===== src/rtl/csg_pkg.sv =====
`timescale 1ns / 1ps
package csg_pkg;

  localparam int MAX_N_DEF     = 32;
  localparam int ELEM_BITS_DEF = 16;
  localparam int SUM_W         = 38;
  localparam int IDX_W         = 5;
  localparam int CFG_W         = 6;
  localparam logic [CFG_W-1:0] SIZE_RESET = CFG_W'(32);

  // Control half of the beat handed from cell to cell
  typedef struct packed {
    logic valid;
    logic first;
  } link_ctl_t;

endpackage


===== src/rtl/csg_cell.sv =====
`timescale 1ns / 1ps
module csg_cell #(
  parameter int MAX_N     = 32,
  parameter int ELEM_BITS = 16,
  parameter int CELL_IDX  = 0,
  parameter int CW        = 5,
  parameter int AW        = 38
) (
  input  logic                        clk,
  input  logic                        rst_n,
  input  csg_pkg::link_ctl_t          ctl_in,
  input  logic [CW-1:0]               row_in,
  input  logic [CW-1:0]               col_in,
  input  logic signed [ELEM_BITS-1:0] re_in,
  input  logic signed [ELEM_BITS-1:0] im_in,
  output csg_pkg::link_ctl_t          ctl_out,
  output logic [CW-1:0]               row_out,
  output logic [CW-1:0]               col_out,
  output logic signed [ELEM_BITS-1:0] re_out,
  output logic signed [ELEM_BITS-1:0] im_out,
  output logic signed [AW-1:0]        acc_re,
  output logic signed [AW-1:0]        acc_im
);
  import csg_pkg::*;

  localparam int PW = 2 * ELEM_BITS;

  // Row CELL_IDX of the matrix
  logic signed [ELEM_BITS-1:0] row_re [MAX_N];
  logic signed [ELEM_BITS-1:0] row_im [MAX_N];

  link_ctl_t                   ctl_r;
  logic [CW-1:0]               row_r, col_r;
  logic signed [ELEM_BITS-1:0] re_r, im_r;
  logic signed [ELEM_BITS-1:0] rd_re_r, rd_im_r;
  logic                        self_r, act_r;

  logic                        pvalid_r, pfirst_r;
  logic signed [PW-1:0]        p_rr_r, p_ii_r, p_ri_r, p_ir_r;
  logic signed [AW-1:0]        acc_re_r, acc_im_r;

  logic signed [ELEM_BITS-1:0] ar, ai;
  logic                        self_hit, act_hit;

  assign self_hit = (row_in == CW'(CELL_IDX));
  assign act_hit  = (row_in >= CW'(CELL_IDX));

  // Store own row, read the element at this column, forward the beat
  always_ff @(posedge clk) begin
    if (ctl_in.valid && self_hit) begin
      row_re[col_in] <= re_in;
      row_im[col_in] <= im_in;
    end
    rd_re_r <= row_re[col_in];
    rd_im_r <= row_im[col_in];
    row_r   <= row_in;
    col_r   <= col_in;
    re_r    <= re_in;
    im_r    <= im_in;
    self_r  <= self_hit;
    act_r   <= act_hit;
  end

  always_ff @(posedge clk) begin
    if (!rst_n) begin
      ctl_r <= '0;
    end else begin
      ctl_r <= ctl_in;
    end
  end

  assign ctl_out = ctl_r;
  assign row_out = row_r;
  assign col_out = col_r;
  assign re_out  = re_r;
  assign im_out  = im_r;

  // Own element, or the passing one when this cell holds the row in flight
  assign ar = self_r ? re_r : rd_re_r;
  assign ai = self_r ? im_r : rd_im_r;

  // Form the four partial products
  always_ff @(posedge clk) begin
    p_rr_r   <= ar * re_r;
    p_ii_r   <= ai * im_r;
    p_ri_r   <= ar * im_r;
    p_ir_r   <= re_r * ai;
    pfirst_r <= ctl_r.first;
  end

  always_ff @(posedge clk) begin
    if (!rst_n) begin
      pvalid_r <= 1'b0;
    end else begin
      pvalid_r <= ctl_r.valid && act_r;
    end
  end

  // Accumulate, restarting on column zero
  always_ff @(posedge clk) begin
    if (pvalid_r) begin
      if (pfirst_r) begin
        acc_re_r <= AW'(p_rr_r) - AW'(p_ii_r);
        acc_im_r <= AW'(p_ri_r) + AW'(p_ir_r);
      end else begin
        acc_re_r <= acc_re_r + AW'(p_rr_r) - AW'(p_ii_r);
        acc_im_r <= acc_im_r + AW'(p_ri_r) + AW'(p_ir_r);
      end
    end
  end

  assign acc_re = acc_re_r;
  assign acc_im = acc_im_r;

endmodule


===== config.mk =====
export PLATFORM = sky130hd
export DESIGN_NAME = csg_cell
export DESIGN_NICKNAME = d
export VERILOG_FILES = /design/src/rtl/csg_pkg.sv /design/src/rtl/csg_cell.sv
export SDC_FILE = /design/constraint.sdc
export NUM_CORES = 2
export LEC_CHECK = 0
export BUFFER_PORTS_ARGS = -buffer_cell sky130_fd_sc_hd__clkbuf_2
export CORE_ASPECT_RATIO = 1.25
export CORE_MARGIN = 3
export CORE_UTILIZATION = 35
export CTS_BUF_LIST = sky130_fd_sc_hd__clkbuf_4
export DETAILED_ROUTE_END_ITERATION = 7
export SYNTH_ARGS = -nofsm -noshare
export SYNTH_HDL_FRONTEND = slang
export SYNTH_SLANG_ARGS = --single-unit
export TNS_END_PERCENT = 50

===== constraint.sdc =====
create_clock -name clk -period 8.85 [get_ports clk]
set_input_delay 0.4425 -clock clk [delete_from_list [all_inputs] [get_ports clk]]
set_output_delay 0.4425 -clock clk [all_outputs]
set_load 0.02 [all_outputs]

==> out/results.txt <==
Post-synth ARST share: 0%
CP Cell Sequence: buf_4 > buf_4 > mux2_2 > and2_1 > fa_1 > inv_1 > fa_1 > fa_1 > fa_1 > inv_1 > fa_1 > fa_1 > ha_1 > a21o_1 > a21o_1 > a21oi_1 > nor2b_1 > a211oi_1 > o31ai_1 > o21ai_1 > o2111ai_1 > a21oi_1 > xnor2_1
DRT antenna net count: 0
Worst setup EP type: flip-flop
Unrepaired setup endpoints after global routing: false
Endpoints failing setup: 0
Share of layout cells above drive strength 1: 14.44%
Mapped Nets: 9189
Post-Synth Adder-Cell Area: 30.18%
Fin. max-slew vios: 0
Final hold viol count: 0
R2R depth: 23
Outcome: complete, no violations
Total track usage: 18.50%
Setup_tns: 0 ns
Final instance area: 104000 µm²
WP data required: 9.92 ns
Vias per cell: 5.107
CP max FO: 31
Synth Area in Compound Gates: 6.158%
Gr ovfl total: 0
Max Freq: 124.4 MHz
Top cell by count, worst path: fa_1
Cell area after synthesis: 93900 µm²
Post-Syn Instances: 7553
Startpoint types: flip-flop
Clock sinks: 1307
Die Width: 469.3 µm
Starting Density: 35.19%
Reg2Reg Launch Point: self_r
Post-synth cell types: 87
Actual slew at the worst max-slew pin: 1.083 ns
Maximum capacitance violations: 0
Post-CTS setup buffers: 0
EDFF count, synth: 1100
Reg2Reg Setup Slack: 0.81 ns
Number of global-route vias before repair: 65360
Largest net degree at the start of global routing: 110
Resized Gates After CTS: 0
Critical path class: flip-flop to flip-flop
Yosys top cell by area: edfxtp_1
Net count, final: 9524
Max incr delay on CP: 0.72 ns
Yosys warnings: 0
Worst-Skew Late Latency: 1.19 ns
Worst slew margin: 27.52%
Top FF cell, synth: edfxtp_1
Syn avg cell area: 12.43 µm²
Largest cells by area after synthesis: edfxtp_1 (35%), fa_1 (24%), ha_1 (6.2%)
Final Critical Period: 8.041 ns
Crit path max-delay family: adder cells
Die Outline Area: 274600 µm²
Hold EP: col_out[2]
Routability cong.: 0.8700
Critical path arrival: 9.11 ns
Worst Path Buf+Inv: 4
I/O Pins: 166
CTS root buf: clkbuf_4
Capture point of the worst reg-to-reg path: p_ri_r[31]
Clock transition at path regs: 0.07 ns
PortBufs: 165
Core area: 266800 µm²
Longest Clk Path Bufs: 4
Initial antenna violation count: 25
Fin crit share: 90.85%
Routed wire length: 252.0 mm
WL/cell: 21.56 µm
Cell area after placement: 99020 µm²
Drc violations: 0
Hold Path Depth: 2
Global-route wire length before repair: 387.1 mm
Dpl hpwl: 172.8 mm
Site row count: 212
Worst min-delay path category: input port to flip-flop
CTS buffer count: 334
Worst Skew: 0.1538 ns
Simple-gate share of the synthesized area: 8.348%
Pre-antenna DRT Iters: 8
Largest family of logic cells by synthesized area: adder cells
Die height: 585.1 µm
Register area share after synthesis: 39.59%
XOR/XNOR share of the synthesized area: 2.397%
Synthesis-to-layout area growth: 10.72%
TritonCTS clock tree: done
1st-iter DRT viols: 4378
Mux cell area share after synthesis: 6.689%
Slowest library cell on the worst path: dfxtp_2
Top cell type's share of synthesized area: 35.18%
Via Count: 59690
H-tree depth: 5
Hold Path Origin: col_in[2]
Flops & latches, synth: 1307
-- metrics by stage --
| stage | setup WS, ns | utilization, % | cells | hold WS (ns) |
|---|---|---|---|---|
| 2_1_floorplan | 1.617 | - | 7553 | 0.4339 |
| 3_3_place_gp | 0.9491 | 37.11 | 11030 | 0.3345 |
| 3_5_place_dp | 0.8806 | 37.11 | 11030 | 0.3381 |
| 4_1_cts | 0.8264 | 38.95 | 11670 | 0.01334 |
| 5_1_grt | 0.3755 | 38.95 | 11680 | 0.07387 |
| 6_report | 0.8093 | 38.96 | 11690 | 0.1275 |
-- final cells by class --
cell class	instances	area, µm²
clock buffer	493	3701
multi-input combinational	4587	50770
sequential	1307	37180
clock inverter	98	686.9
inverter	1338	5022
fill	25670	162900
timing repair buffer	320	2155
antenna	13	32.53
tap	3531	4418
-- repair_timing --
item | in CTS | in global routing
endpoints found under the setup margin | 0 | 0
endpoints found under the hold margin | 1057 | 0
hold buffers | 53 | 0
-- cell families (layout without fill, tap and decap cells) --
logic type	Yosys count	after routing
mux	303	303
xor+xnor	257	257
compound gates	856	856
other cells	0	13
fa+ha+maj	1590	1590
buf+inv	1659	2249
simple gates	1581	1581
flops	1307	1307
-- Yosys cell counts (all sizes together) (6+ instances only) --
cell type	n
xnor2	187
a211o	11
a41oi	7
o2111ai	6
mux2i	11
o311ai	6
mux4	256
xor2	70
mux2	36
or3	15
a21oi	203
a211oi	27
fa	1125
ha	465
nand2b	39
a2111oi	6
a31oi	23
clkbuf	287
o31ai	15
o21ai	159
a22oi	129
and3	28
nand4	48
nand3	49
buf	34
or2	12
a21o	109
edfxtp	1100
and2	495
nor2	231
a21boi	6
nand2	574
nor2b	25
o21bai	25
o211ai	10
nor3	34
o21a	62
inv	1337
dfxtp	207
-- state kept, by name (all words and copies together), names as in the netlist, 2 cells and up --
| name | flops |
|---|---|
| row_re | 512 |
| rd_re_r | 16 |
| rd_im_r | 16 |
| p_ii_r | 32 |
| im_out | 16 |
| ctl_out | 2 |
| p_rr_r | 32 |
| acc_re | 38 |
| p_ri_r | 32 |
| col_out | 5 |
| re_out | 16 |
| acc_im | 38 |
| row_im | 512 |
| row_out | 5 |
| p_ir_r | 32 |
-- worst max-delay path by stage --
| stage | start | to | slack (ns) | cells after the start |
|---|---|---|---|---|
| 3_3_place_gp | self_r | p_ri_r[31] | 0.95 | 23 |
| 6_report | self_r | p_ri_r[31] | 0.81 | 23 |
| 5_1_grt | self_r | p_ri_r[31] | 0.38 | 23 |
| 3_5_place_dp | self_r | p_ri_r[31] | 0.88 | 23 |
| 4_1_cts | self_r | p_ri_r[31] | 0.83 | 23 |
| 2_1_floorplan | self_r | p_rr_r[31] | 1.62 | 27 |
-- cells in the final DEF, fill, tap and decap left out, drive strengths merged, types with 187 or more instances in the layout --
| cell | netlist | final |
|---|---|---|
| inv | 1337 | 1341 |
| fa | 1125 | 1125 |
| edfxtp | 1100 | 1100 |
| clkbuf | 287 | 656 |
| nand2 | 574 | 574 |
| and2 | 495 | 495 |
| ha | 465 | 465 |
| mux4 | 256 | 256 |
| nor2 | 231 | 231 |
| dfxtp | 207 | 207 |
| a21oi | 203 | 203 |
| xnor2 | 187 | 187 |
-- layer usage --
metal	GRT usage [%]	share of wire [%]
met4	6.971	3.7
met3	3.525	7.2
met1	22.36	38
met2	32.73	51
met5	0	0.050
Power is not shown: default switching activity piles up to over one toggle a cycle in this logic, so the estimate is an artifact.
